==> src/rtl/core/gac_pkg.sv <==
package gac_pkg;

  // field widths
  localparam int unsigned SampleW = 12;
  localparam int unsigned LevelW  = 11;
  localparam int unsigned IvalW   = 16;
  localparam int unsigned DebW    = 8;
  localparam int unsigned TimeW   = 32;
  localparam int unsigned CfgIdxW = 3;
  localparam int unsigned CfgW    = 16;

  // register reset values
  localparam logic signed [LevelW-1:0] ThreshRst   = 11'sd600;
  localparam logic [IvalW-1:0]         SampleRst   = 16'd3000;
  localparam logic [IvalW-1:0]         EvalRst     = 16'd1000;
  localparam logic [IvalW-1:0]         ToggleRst   = 16'd500;
  localparam logic [DebW-1:0]          DebounceRst = 8'd10;

  // linear rescale 0..4095 -> -1000..900
  localparam logic [22:0] ScaleMul = 23'd1900;
  localparam logic [12:0] ScaleDiv = 13'd4095;
  localparam logic [11:0] ScaleOff = 12'd1000;

  typedef enum logic [CfgIdxW-1:0] {
    REG_THRESHOLD = 3'd0,
    REG_SAMPLE    = 3'd1,
    REG_EVAL      = 3'd2,
    REG_TOGGLE    = 3'd3,
    REG_DEBOUNCE  = 3'd4
  } gac_reg_e;

  // floor(sample * 1900 / 4095) - 1000, no divider:
  // x = a*4096 + b = a*4095 + (a + b), and a + b < 2*4095
  function automatic logic signed [LevelW-1:0] scale_level(input logic [SampleW-1:0] smp);
    logic [22:0] prod;
    logic [10:0] hi;
    logic [12:0] sum;
    logic [10:0] quot;
    logic [11:0] lvl;
    prod = {11'd0, smp} * ScaleMul;
    hi   = prod[22:12];
    sum  = {2'd0, hi} + {1'b0, prod[11:0]};
    quot = hi + {10'd0, (sum >= ScaleDiv)};
    lvl  = {1'b0, quot} - ScaleOff;
    return lvl[LevelW-1:0];
  endfunction

endpackage

==> src/rtl/core/gas_alarm_controller.sv <==
// gas_alarm_controller: millisecond-tick gas alarm with debounced mute
// result: each accepted input beat is registered and shown as its result beat in the next cycle
// throughput: one tick per cycle unless stalled; single output reg drains as next is taken
// reset: async active-low; config back to defaults, time and all alarm state cleared,
//   buzzer toggle phase set, output register empty
module gas_alarm_controller
  import gac_pkg::*;
(
  input  logic                     clk_i,
  input  logic                     rst_ni,
  // config write port
  input  logic                     cfg_we_i,
  input  logic [CfgIdxW-1:0]       cfg_idx_i,
  input  logic [CfgW-1:0]          cfg_wdata_i,
  // tick input channel
  input  logic                     in_valid_i,
  output logic                     in_stall_o,
  input  logic [SampleW-1:0]       sensor_sample_i,
  input  logic                     button_edge_i,
  input  logic                     remote_mute_i,
  // result channel
  output logic                     out_valid_o,
  input  logic                     out_stall_i,
  output logic signed [LevelW-1:0] gas_level_o,
  output logic                     level_updated_o,
  output logic                     red_led_o,
  output logic                     green_led_o,
  output logic                     buzzer_drive_o,
  output logic                     alert_pulse_o
);

  // ---------------------------------------------------------------------------
  // configuration registers
  // ---------------------------------------------------------------------------
  logic signed [LevelW-1:0] thresh_q;
  logic [IvalW-1:0]         samp_ival_q;
  logic [IvalW-1:0]         eval_ival_q;
  logic [IvalW-1:0]         tog_ival_q;
  logic [DebW-1:0]          deb_q;

  always_ff @(posedge clk_i or negedge rst_ni) begin
    if (!rst_ni) begin
      thresh_q    <= ThreshRst;
      samp_ival_q <= SampleRst;
      eval_ival_q <= EvalRst;
      tog_ival_q  <= ToggleRst;
      deb_q       <= DebounceRst;
    end else if (cfg_we_i) begin
      unique case (cfg_idx_i)
        REG_THRESHOLD: thresh_q    <= cfg_wdata_i[LevelW-1:0];
        REG_SAMPLE:    samp_ival_q <= cfg_wdata_i[IvalW-1:0];
        REG_EVAL:      eval_ival_q <= cfg_wdata_i[IvalW-1:0];
        REG_TOGGLE:    tog_ival_q  <= cfg_wdata_i[IvalW-1:0];
        REG_DEBOUNCE:  deb_q       <= cfg_wdata_i[DebW-1:0];
        default: ;  // unused indexes are dropped
      endcase
    end
  end

  // ---------------------------------------------------------------------------
  // handshake: take a tick whenever the output register is empty or draining
  // ---------------------------------------------------------------------------
  logic out_valid_q;
  logic accept;

  assign in_stall_o = out_valid_q & out_stall_i;
  assign accept     = in_valid_i & ~in_stall_o;

  // ---------------------------------------------------------------------------
  // per-tick state
  // ---------------------------------------------------------------------------
  logic [TimeW-1:0]         now_q, now_d;
  logic [TimeW-1:0]         press_q, press_d;
  logic [TimeW-1:0]         samp_t_q, samp_t_d;
  logic [TimeW-1:0]         tog_t_q, tog_t_d;
  logic [IvalW-1:0]         cnt_q, cnt_d;
  logic signed [LevelW-1:0] level_q, level_d;
  logic                     muted_q, muted_d;
  logic                     phase_q, phase_d;
  logic                     buzz_q, buzz_d;
  logic                     red_q, red_d;
  logic                     green_q, green_d;
  logic                     updated, alert;

  // elapsed-time checks, all modulo 2^32
  logic [TimeW-1:0] press_age, samp_age, tog_age;
  logic             press_ok, samp_ok, tog_ok;
  logic [IvalW:0]   cnt_next;
  logic             eval_now;
  logic             mute_evt;
  logic signed [LevelW-1:0] scaled;

  assign press_age = now_q - press_q;
  assign samp_age  = now_q - samp_t_q;
  assign tog_age   = now_q - tog_t_q;
  assign press_ok  = button_edge_i && (press_age >= {{(TimeW-DebW){1'b0}}, deb_q});
  assign samp_ok   = samp_age >= {{(TimeW-IvalW){1'b0}}, samp_ival_q};
  assign tog_ok    = tog_age >= {{(TimeW-IvalW){1'b0}}, tog_ival_q};
  assign cnt_next  = {1'b0, cnt_q} + {{IvalW{1'b0}}, 1'b1};
  assign eval_now  = cnt_next >= {1'b0, eval_ival_q};
  assign mute_evt  = press_ok | remote_mute_i;
  assign scaled    = scale_level(sensor_sample_i);

  always_comb begin
    now_d    = now_q + {{(TimeW-1){1'b0}}, 1'b1};
    press_d  = press_q;
    samp_t_d = samp_t_q;
    tog_t_d  = tog_t_q;
    cnt_d    = cnt_next[IvalW-1:0];
    level_d  = level_q;
    muted_d  = muted_q;
    phase_d  = phase_q;
    buzz_d   = buzz_q;
    red_d    = red_q;
    green_d  = green_q;
    updated  = 1'b0;
    alert    = 1'b0;

    // mute events come first within a tick
    if (press_ok) begin
      press_d = now_q;
    end
    if (mute_evt) begin
      buzz_d  = 1'b0;
      muted_d = 1'b1;
    end

    if (eval_now) begin
      cnt_d = '0;
      if (samp_ok) begin
        samp_t_d = now_q;
        level_d  = scaled;
        updated  = 1'b1;
      end
      if (level_d > thresh_q) begin
        green_d = 1'b1;
        red_d   = 1'b1;
        alert   = 1'b1;
        if (!muted_d && tog_ok) begin
          tog_t_d = now_q;
          phase_d = ~phase_q;
          buzz_d  = ~phase_q;
        end
      end else begin
        green_d = 1'b1;
        red_d   = 1'b0;
        buzz_d  = 1'b0;
        muted_d = 1'b0;
      end
    end
  end

  always_ff @(posedge clk_i or negedge rst_ni) begin
    if (!rst_ni) begin
      now_q    <= '0;
      press_q  <= '0;
      samp_t_q <= '0;
      tog_t_q  <= '0;
      cnt_q    <= '0;
      level_q  <= '0;
      muted_q  <= 1'b0;
      phase_q  <= 1'b1;
      buzz_q   <= 1'b0;
      red_q    <= 1'b0;
      green_q  <= 1'b0;
    end else if (accept) begin
      now_q    <= now_d;
      press_q  <= press_d;
      samp_t_q <= samp_t_d;
      tog_t_q  <= tog_t_d;
      cnt_q    <= cnt_d;
      level_q  <= level_d;
      muted_q  <= muted_d;
      phase_q  <= phase_d;
      buzz_q   <= buzz_d;
      red_q    <= red_d;
      green_q  <= green_d;
    end
  end

  // ---------------------------------------------------------------------------
  // result register: one beat per tick
  // ---------------------------------------------------------------------------
  logic signed [LevelW-1:0] gas_level_q;
  logic                     upd_q, red_out_q, green_out_q, buzz_out_q, alert_q;

  always_ff @(posedge clk_i or negedge rst_ni) begin
    if (!rst_ni) begin
      out_valid_q <= 1'b0;
    end else if (accept) begin
      out_valid_q <= 1'b1;
    end else if (!out_stall_i) begin
      out_valid_q <= 1'b0;
    end
  end

  always_ff @(posedge clk_i) begin
    if (accept) begin
      gas_level_q <= level_d;
      upd_q       <= updated;
      red_out_q   <= red_d;
      green_out_q <= green_d;
      buzz_out_q  <= buzz_d;
      alert_q     <= alert;
    end
  end

  assign out_valid_o     = out_valid_q;
  assign gas_level_o     = gas_level_q;
  assign level_updated_o = upd_q;
  assign red_led_o       = red_out_q;
  assign green_led_o     = green_out_q;
  assign buzzer_drive_o  = buzz_out_q;
  assign alert_pulse_o   = alert_q;

  // ---------------------------------------------------------------------------
  // assertions
  // ---------------------------------------------------------------------------
  // red is never lit without green
  a_red_has_green: assert property (@(posedge clk_i) disable iff (!rst_ni)
    out_valid_o |-> (!red_led_o || green_led_o))
    else $error("red lit without green");

  // an alert beat always shows the red indicator
  a_alert_red: assert property (@(posedge clk_i) disable iff (!rst_ni)
    (out_valid_o && alert_pulse_o) |-> red_led_o)
    else $error("alert without red");

  // the buzzer only sounds while the alarm is raised
  a_buzz_red: assert property (@(posedge clk_i) disable iff (!rst_ni)
    (out_valid_o && buzzer_drive_o) |-> red_led_o)
    else $error("buzzer on without alarm");

  // a stalled beat that is not taken stays in the output register
  a_hold_beat: assert property (@(posedge clk_i) disable iff (!rst_ni)
    (out_valid_o && out_stall_i) |=> out_valid_o)
    else $error("output beat lost under stall");

endmodule
==> config.mk <==
export PLATFORM = sky130hd
export DESIGN_NAME = gas_alarm_controller
export DESIGN_NICKNAME = d
export VERILOG_FILES = /design/src/rtl/core/gac_pkg.sv /design/src/rtl/core/gas_alarm_controller.sv
export SDC_FILE = /design/constraint.sdc
export NUM_CORES = 1
export LEC_CHECK = 0
export BUFFER_PORTS_ARGS = -buffer_cell sky130_fd_sc_hd__buf_2
export CAP_MARGIN = 20
export CORE_MARGIN = 3
export CORE_UTILIZATION = 30
export DETAILED_ROUTE_END_ITERATION = 8
export PLACE_DENSITY = 0.53
export SLEW_MARGIN = 10
export SYNTH_ARGS = -nofsm -noshare
export SYNTH_HDL_FRONTEND = slang
export SYNTH_SLANG_ARGS = --single-unit
export TNS_END_PERCENT = 30
==> constraint.sdc <==
create_clock -name clk_i -period 6.5 [get_ports clk_i]
set_clock_uncertainty 0.15 [all_clocks]
set_input_delay 0.325 -clock clk_i [delete_from_list [all_inputs] [get_ports clk_i]]
set_output_delay 0.325 -clock clk_i [all_outputs]
set_load 0.005 [all_outputs]
* Word-level counts from Yosys, hierarchy flattened
Cells that the tools add are included.
** Operators by class
- Add/sub/neg operators :: 8
- $mul :: 1
- Order comparisons :: 6
- Equal/unequal tests :: 5
- Muxes and demuxes :: 17
- Bitwise gates (word level) :: 5
- Reduce and logical (&&, ||, !) cells :: 12
** Operators by type and width (count)
- 32-bit subtractor :: 3
- 32-bit by 16-bit >= comparator with 1-bit output :: 2
- 11-bit two-way mux :: 3
- 32-bit by 1-bit adder with 32-bit output (second input constant) :: 1
- 32-bit by 8-bit >= comparator with 1-bit output :: 1
- 12-bit by 9-bit multiplier with 21-bit output (second input constant) :: 1
- 16-bit by 1-bit adder with 17-bit output (second input constant) :: 1
- 17-bit by 16-bit >= comparator with 1-bit output :: 1
- 16-bit two-way mux :: 1
- 11-bit by 12-bit adder with 13-bit output :: 1
- 13-bit by 12-bit >= comparator with 1-bit output (second input constant) :: 1
- 1-bit two-way mux :: 13
- 2-bit AND reduction :: 6
- 11-bit by 1-bit adder with 11-bit output :: 1
- 11-bit > comparator :: 1
- 11-bit by 10-bit subtractor with 11-bit output (second input constant) :: 1
- 3-bit by 2-bit == test with 1-bit output (second input constant) :: 2
- 4-bit AND reduction :: 1
- 3-bit by 1-bit == test with 1-bit output (second input constant) :: 1
- 3-bit == test (second input constant) :: 1
- 3-bit logical NOT :: 1
- 3-bit AND reduction :: 1
- 1-bit bitwise AND :: 2
- 1-bit logical AND :: 2
- other kinds (4) :: 5
** Word-level totals
- Flip-flop bits (word level) :: 244
- Bits of input ports :: 38
- Output and inout port bits :: 18
- Logic and storage cells :: 77

* Longest topological paths before layout
Gate-level depths: netlist (run 1).
- Depth in word-level cells :: 10
- Depth in mapped cells :: 45

* Worst setup path after synthesis (run 1)
Ideal clock, no wire load.
- Path type :: input port to flip-flop
- Start :: in sensor_sample_i[3]
- End :: reg tog_t_q[10]
- Setup time :: 0.125 ns
- Data arrival time :: 8.865 ns
- Required time :: 6.225 ns
- Setup slack :: -2.640 ns
- Stages on the path :: 42
- Cells stage by stage :: inv_1 -> fa_1 -> fa_1 -> inv_1 -> fa_1 -> inv_1 -> fa_1 -> inv_1 -> ha_1 -> clkbuf_1 -> nand2_1 -> o41ai_1 -> o211ai_1 -> a21oi_1 -> o21ai_0 -> nand2b_1 -> xnor2_1 -> inv_1 -> [... 6 more ...] -> nor4_1 -> nand3_1 -> a21oi_1 -> a211o_1 -> ha_1 -> ha_1 -> and2_1 -> o31ai_1 -> nor2_1 -> xor2_1 -> mux2_2 -> ha_1 -> nand3_1 -> o21ai_0 -> nand3_1 -> nor4_4 -> buf_6 -> mux2_4
** On the way
- Cells in the longest elaborated chain, start to end :: 9
** Ends and longest elaborated chain
- start, declared :: RTL line gas_alarm_controller.sv:18 : input logic [SampleW-1:0] sensor_sample_i,
- 12-bit by 9-bit multiplier with 21-bit output * :: RTL line gac_pkg.sv:40 : prod = {11'd0, smp} * ScaleMul;
- 11-bit by 12-bit adder with 13-bit output :: RTL line gac_pkg.sv:42 : sum = {2'd0, hi} + {1'b0, prod[11:0]};
- 13-bit by 12-bit >= comparator with 1-bit output :: RTL line gac_pkg.sv:43 : quot = hi + {10'd0, (sum >= ScaleDiv)};
- 11-bit by 1-bit adder with 11-bit output * :: RTL line gac_pkg.sv:43
- 11-bit by 10-bit subtractor with 11-bit output * :: RTL line gac_pkg.sv:44 : lvl = {1'b0, quot} - ScaleOff;
- 11-bit two-way mux * :: RTL line gas_alarm_controller.sv:130 : if (samp_ok) begin
- 11-bit two-way mux * :: RTL line gas_alarm_controller.sv:128 : if (eval_now) begin
- 11-bit > comparator * :: RTL line gas_alarm_controller.sv:135 : if (level_d > thresh_q) begin
- 4-bit AND reduction (no line) *
- end signal, assigned :: RTL line gas_alarm_controller.sv:170 : tog_t_q <= tog_t_d;
- end, declared :: RTL line gas_alarm_controller.sv:75 : logic [TimeW-1:0] tog_t_q, tog_t_d;
Every way passes the cells marked *; elsewhere a longest branch is shown, timed or not. The select of a mux whose other input is x is not followed.
A chain may end at the register's enable or synchronous reset.

* Worst setup path after layout (run 1)
- Start :: in sensor_sample_i[5]
- End :: reg tog_t_q[19]
The elaborated chain is that of the path after synthesis.

==> results of run 1 <==
[through the flow]
step	hold WS, ns	cell area [sq um]
3_5_place_dp	0.2681	24400
6_report	0.1454	26190
4_1_cts	0.1309	26090
3_3_place_gp	0.2608	24400
2_1_floorplan	-0.1206	21620
5_1_grt	0.1212	26180
[timing repair]
action | 4_1_cts | 5_1_grt
endpoints found under the setup margin | 56 | 60
resized for setup | 53 | 7
setup buffers | 13 | 2
gates cloned | 3 | 1
hold buffers | 19 | 0
pin swaps | 55 | 4
hold endpoints to repair | 156 | 0
[layout by cell type (no fill, tap or decap), drive strengths merged, types with 24 or more instances in the layout]
master / synthesis / final
a21oi: 127 / 127
nand2: 222 / 222
nand3: 72 / 72
fa: 50 / 50
clkbuf: 51 / 45
xor2: 51 / 51
dfstp: 26 / 26
nor3: 35 / 35
o21ai: 157 / 157
nor2: 111 / 111
a21o: 53 / 53
ha: 226 / 226
xnor2: 81 / 81
a31oi: 24 / 24
dfrtp: 202 / 202
nand4: 32 / 32
mux2: 148 / 148
inv: 298 / 295
and3: 34 / 34
a211oi: 24 / 24
buf: 24 / 287
nand2b: 28 / 28
o21a: 24 / 24
[critical path, delay by kind of cell]
family          cells  cell delay [ns]
fa+ha+maj           9             3.05
xor+xnor            2             0.30
compound gates     14             1.71
mux                 2             0.58
buf+inv            11             1.08
simple gates       10             1.47
[power groups by stage]
stage	registers, uW	clock network, uW	logic, uW
6_report	1890	1840	10300
5_1_grt	1920	1960	11400
4_1_cts	1890	1890	10300
3_5_place_dp	1920	0	9730
3_3_place_gp	1910	0	9560
2_1_floorplan	1910	0	6210
[metal layers]
layer / vias to the layer above / GRT usage (%) / part of all wire, %
li1: 8912 / - / -
met1: 8747 / 21.29 / 46
met2: 274 / 28.44 / 49
met3: 73 / 1.580 / 3.0
met4: 0 / 2.824 / 1.7
met5: - / 0 / 0
[sequential cells by signal, summed over array words and instances (netlist names), 8 cells and up]
signal,cells
eval_ival_q,16
deb_q,8
press_q,32
samp_ival_q,16
samp_t_q,32
level_q,11
now_q,32
gas_level_o,11
thresh_q,11
tog_t_q,32
tog_ival_q,16
cnt_q,16
[layout make-up]
class / count / area [sq um] / share of cell area (%)
Clock buffer: 44 / 924.6 / 3.531
Clock inverter: 12 / 186.4 / 0.7119
Multi-Input combinational cell: 1767 / 14120 / 53.92
Inverter: 298 / 1132 / 4.324
Tap cell: 940 / 1176 / 4.491
Antenna cell: 1 / 2.502 / 0.009556
Timing Repair Buffer: 307 / 2426 / 9.265
Sequential cell: 244 / 6218 / 23.75
[logic make-up after synthesis]
group,count (synthesis),synth area share [%]
DFF,244,29.10
xor gates and xnor gates,132,5.410
buffers and inverters,373,6.973
muxes,167,9.180
adders and majority gates,276,17.91
and+or+nand+nor,652,15.20
AOI/OAI and AO/OA,540,16.23
[worst paths after layout]
check,start,to,slack [ns]
max in group asynchronous,rst_ni,press_q[4],4.51
min reg2reg,press_q[4],press_q[4],0.35
max,sensor_sample_i[5],tog_t_q[19],-1.74
max reg2reg,now_q[0],tog_t_q[19],-0.88
min,remote_mute_i,buzzer_drive_o,0.15
min in group asynchronous,rst_ni,samp_ival_q[13],0.22
==> reports/metrics.cfg, run 1 <==
[status]
outcome=complete, but fails checks
violations=negative setup slack

[route]
wl_per_cell_um=16.73
routed-via-count=18010
routed_wl_um=60440
ant_nets=0
viasPerCell=4.984
drt_iter0_markers=936
firstDrtPassIters=5
route.detailed.drc=0

[floorplan]
start_util_pct=30.41
row_count=97
ioPinCount=56
dieArea_sq_um=74480
fp.dieW_um=272.9
core_sq_um=70270
die_y_um=272.9

[synth]
syn-num-nets=2698
netlist-cell-type-count=98
synth_common_cells=inv_1 (298), ha_1 (226), nand2_1 (222)
synthFlopType=dfrtp_1
ys_seq_area_share_pct=29.10
yosys.area.top_type=dfrtp_1
netlist.area_leader.share_pct=23.65
ys_top_cells_by_area=dfrtp_1 (24%), ha_1 (13%), mux2_2 (6.3%)
netlist_area_sq_um=21370
synthCells=2384
ys_async_sr_fraction_pct=93.44
synth_area_per_cell_sq_um=8.965
synth-seq-cells=244
synth.most_common_cell=inv_1
yosysWarnings=0
synth_edf_count=16

[run]
drv_cap=0

[sta]
hold_viol=0
maxSlewViolCount=0
final.setup.worst_slack_ns=-1.740
min_period_ns=8.240
tightest_slew_ns=0.9926
max_slew_margin_pct=33.82
finalSetupViolations=53
rsz0062_at_grt=yes
max_freq_ghz=0.1214
tns_ns=-65.84
min_period_over_period_pct=126.8

[cts]
cts_tree=done
path_clk_slew_ns=0.06
clock_path_buffers=3
h-tree-depth=1
clkSinkCount=244
cts_buffers=31
insertion_delay_ns=0.59
root_buffer=clkbuf_16

[global_route]
track_usage_pct=16.03
grt_antenna_before_repair=1
grt_pass1_wl_um=98090
grt_max_degree=94
overflow=0
grt_pass1_vias=18200

[power]
power.internal_uw=8107
power.leakage_uw=0.01288
power_frac_comb_pct=73.4
p_total_uw=14050
swShare_pct=42.28
power_density_nw_per_um2=536.4
switching_power_uw=5939
pwr-share-seq_pct=13.5
pwr-share-clk_pct=13.1
irDropWorstVdd_mv=0.5072

[cells_and_area]
nNetsFinal=2963
finalNonFillerCells=3613
fillerInstances=7158
area_growth_pct=22.53
drive_gt1_share_pct=23.20
fin_util_pct=37.26

[worst_setup_path]
crit_arrival_ns=8.54
startpoint_type=input pin
required_ns=6.80
cp_max_fo=8
cp_slowest_stage_delay_ns=0.54
worst_setup_path_end_kind=flip-flop
crit_type=in -> reg
reg2regPathDepth=38
cp_common_cell=fa_1
crit_slowest_cell=fa_1

[place]
gp_congestion=0.8617
place_inst=3516
port_buffers=55
place_ws_ns=-2.638
dp_hpwl_um=47610

[min_path]
whs_path_depth=2
hold_class=in -> reg

No activity file was read; power rests on OpenSTA's default activity.
==> run 2, diff against run 1 <==
--- a/config.mk
+++ b/config.mk
@@ -8,9 +8,9 @@
 export BUFFER_PORTS_ARGS = -buffer_cell sky130_fd_sc_hd__buf_2
 export CAP_MARGIN = 20
 export CORE_MARGIN = 3
-export CORE_UTILIZATION = 30
+export CORE_UTILIZATION = 45
 export DETAILED_ROUTE_END_ITERATION = 8
-export PLACE_DENSITY = 0.53
+export PLACE_DENSITY = 0.68
 export SLEW_MARGIN = 10
 export SYNTH_ARGS = -nofsm -noshare
 export SYNTH_HDL_FRONTEND = slang
==> constraint.sdc (replaced) <==
create_clock -name clk_i -period 7.72 [get_ports clk_i]
set_clock_uncertainty 0.15 [all_clocks]
set_input_delay 0.386 -clock clk_i [delete_from_list [all_inputs] [get_ports clk_i]]
set_output_delay 0.386 -clock clk_i [all_outputs]
set_load 0.005 [all_outputs]
==> run 2 against run 1 <==
Net effect: the flow still finishes with violations (negative setup slack); utilization rose by 17 points; non-clock buffer count fell by 56; critical path depth fell by 2; sequential share of layout area rose by 0.90 points.
==> reports/metrics.cfg, run 2 (synthesized netlist as in run 1, its figures left out) <==
[status]
outcome=complete, but fails checks
violations=negative setup slack

[min_path]
whs_path_depth=3
whs_endpoint=eval_ival_q[7]
hold_class=in -> reg
min_from=cfg_wdata_i[7]

[worst_setup_path]
crit_type=in -> reg
reg2regPathDepth=37
worst_setup_path_end_kind=flip-flop
r2r_slack_ns=-0.09
startpoint_type=input pin
r2r_end=tog_t_q[28]
required_ns=8.01
crit_arrival_ns=8.82
crit_slowest_cell=fa_1
r2r-start=now_q[0]
cp_slowest_stage_delay_ns=0.50
cp_max_fo=5

[place]
dp_hpwl_um=43950
gp_congestion=0.9682
port_buffers=55
dpl_cell_area_sq_um=23470

[floorplan]
ioPinCount=56
fp.dieW_um=223.9
die_y_um=223.9
dieArea_sq_um=50140
core_sq_um=46750
start_util_pct=45.71
row_count=79

[global_route]
grt_antenna_before_repair=1
grt_max_degree=110
track_usage_pct=22.73
grt_pass1_vias=18060
overflow=0
grt_pass1_wl_um=94160

[cts]
clkSinkCount=244
cts_tree=done
root_buffer=clkbuf_16
clock_path_buffers=3
insertion_delay_ns=0.56
path_clk_slew_ns=0.06
cts_buffers=29
h-tree-depth=1

[sta]
max_freq_ghz=0.1172
min_period_ns=8.536
max_slew_margin_pct=24.25
min_period_over_period_pct=110.6
rsz0062_at_grt=yes
finalSetupViolations=41
tns_ns=-30.41
maxSlewViolCount=0
final.setup.worst_slack_ns=-0.8158
tightest_slew_ns=1.136
hold_viol=0

[cells_and_area]
final_area_sq_um=25230
final_cell_mix=inv_1 (286), nand2_1 (216), ha_1 (212), dfrtp_1 (202), buf_4 (158)
drive_gt1_share_pct=21.61
diodes=0
final_common_cell=inv_1
fillerInstances=4140
nNetsFinal=2905
area_growth_pct=18.05

[power]
p_total_uw=11870
power_density_nw_per_um2=470.5
irDropWorstVdd_mv=0.7306
power.leakage_uw=0.01255

[route]
firstDrtPassIters=5
ant_nets=0
routed-via-count=18270
drt_iter0_markers=1301
wl_per_cell_um=18.03
viasPerCell=5.672
route.detailed.drc=0
routed_wl_um=58060

[run]
drv_cap=0

[run 2: cell types whose count changed in the layout (fill, tap and decap cells not counted), sizes merged, moves of 2 or more]
| cell | previous run | this run |
|---|---|---|
| clkbuf | 45 | 48 |
| inv | 295 | 297 |
| bufinv | 4 | 2 |
| dlygate4sd3 | 19 | 15 |
| clkinv | 8 | 2 |
| buf | 287 | 236 |
[run 2: cell type report]
class	instances	area (sq um)	share of cell area [%]
sequential	244	6218	24.65
inverter	298	1130	4.478
clock inverter	6	92.59	0.3670
multi-input combinational	1767	14160	56.13
tap	607	759.5	3.010
clock buffer	48	898.4	3.561
timing repair buffer	251	1971	7.811
[run 2: worst max-delay path by stage]
stage,slack (ns),start,depth (start not counted),end
after floorplan,-0.93,sensor_sample_i[3],44,tog_t_q[10]
after global placement,-1.27,sensor_sample_i[3],43,tog_t_q[31]
after CTS,-0.62,sensor_sample_i[5],46,tog_t_q[14]
after detailed placement,-1.57,sensor_sample_i[0],42,tog_t_q[31]
final,-0.82,sensor_sample_i[5],46,tog_t_q[28]
after global routing,-1.16,sensor_sample_i[5],45,tog_t_q[16]
[run 2: through the flow]
step / hold WS (ns) / std cells / utilization [%] / setup WS [ns]
floorplan: -0.05959 / 2384 / - / -0.9270
global placement: 0.3016 / 3118 / 50.19 / -1.268
detailed placement: 0.3103 / 3118 / 50.19 / -1.566
CTS: 0.002621 / 3217 / 53.68 / -0.6157
global route: 0.005942 / 3221 / 53.96 / -1.160
finish: 0.02068 / 3221 / 53.96 / -0.8158
[run 2: report_power, final]
group          switching [uW]  leakage, uW  internal (uW)  total (uW)
registers                 105      0.00310           1500        1600
clock network             553     0.000485            858        1410
logic                    4470      0.00896           4390        8860
[run 2: what timing repair did]
item	in CTS	in global routing
endpoints found under the hold margin	128	0
gates resized for setup	51	27
buffers inserted	28	6
cloned	4	0
pin swaps	52	28
hold buffers	15	0
endpoints found under the setup margin	39	41
[run 2: layer usage]
layer	track usage [%]	vias up	wire length (um)
met1	29.67	8899	25480
met3	2.031	103	2314
met5	0	-	13
li1	-	8797	-
met2	40.47	469	28740
met4	6.211	2	1509
[run 2: worst max-delay path: cells and delay by family]
kind	cells	cell delay, ns
compound gates	12	2.05
xor+xnor	3	0.45
fa+ha+maj	9	3.01
buf+inv	8	0.85
mux	2	0.59
simple gates	12	1.46
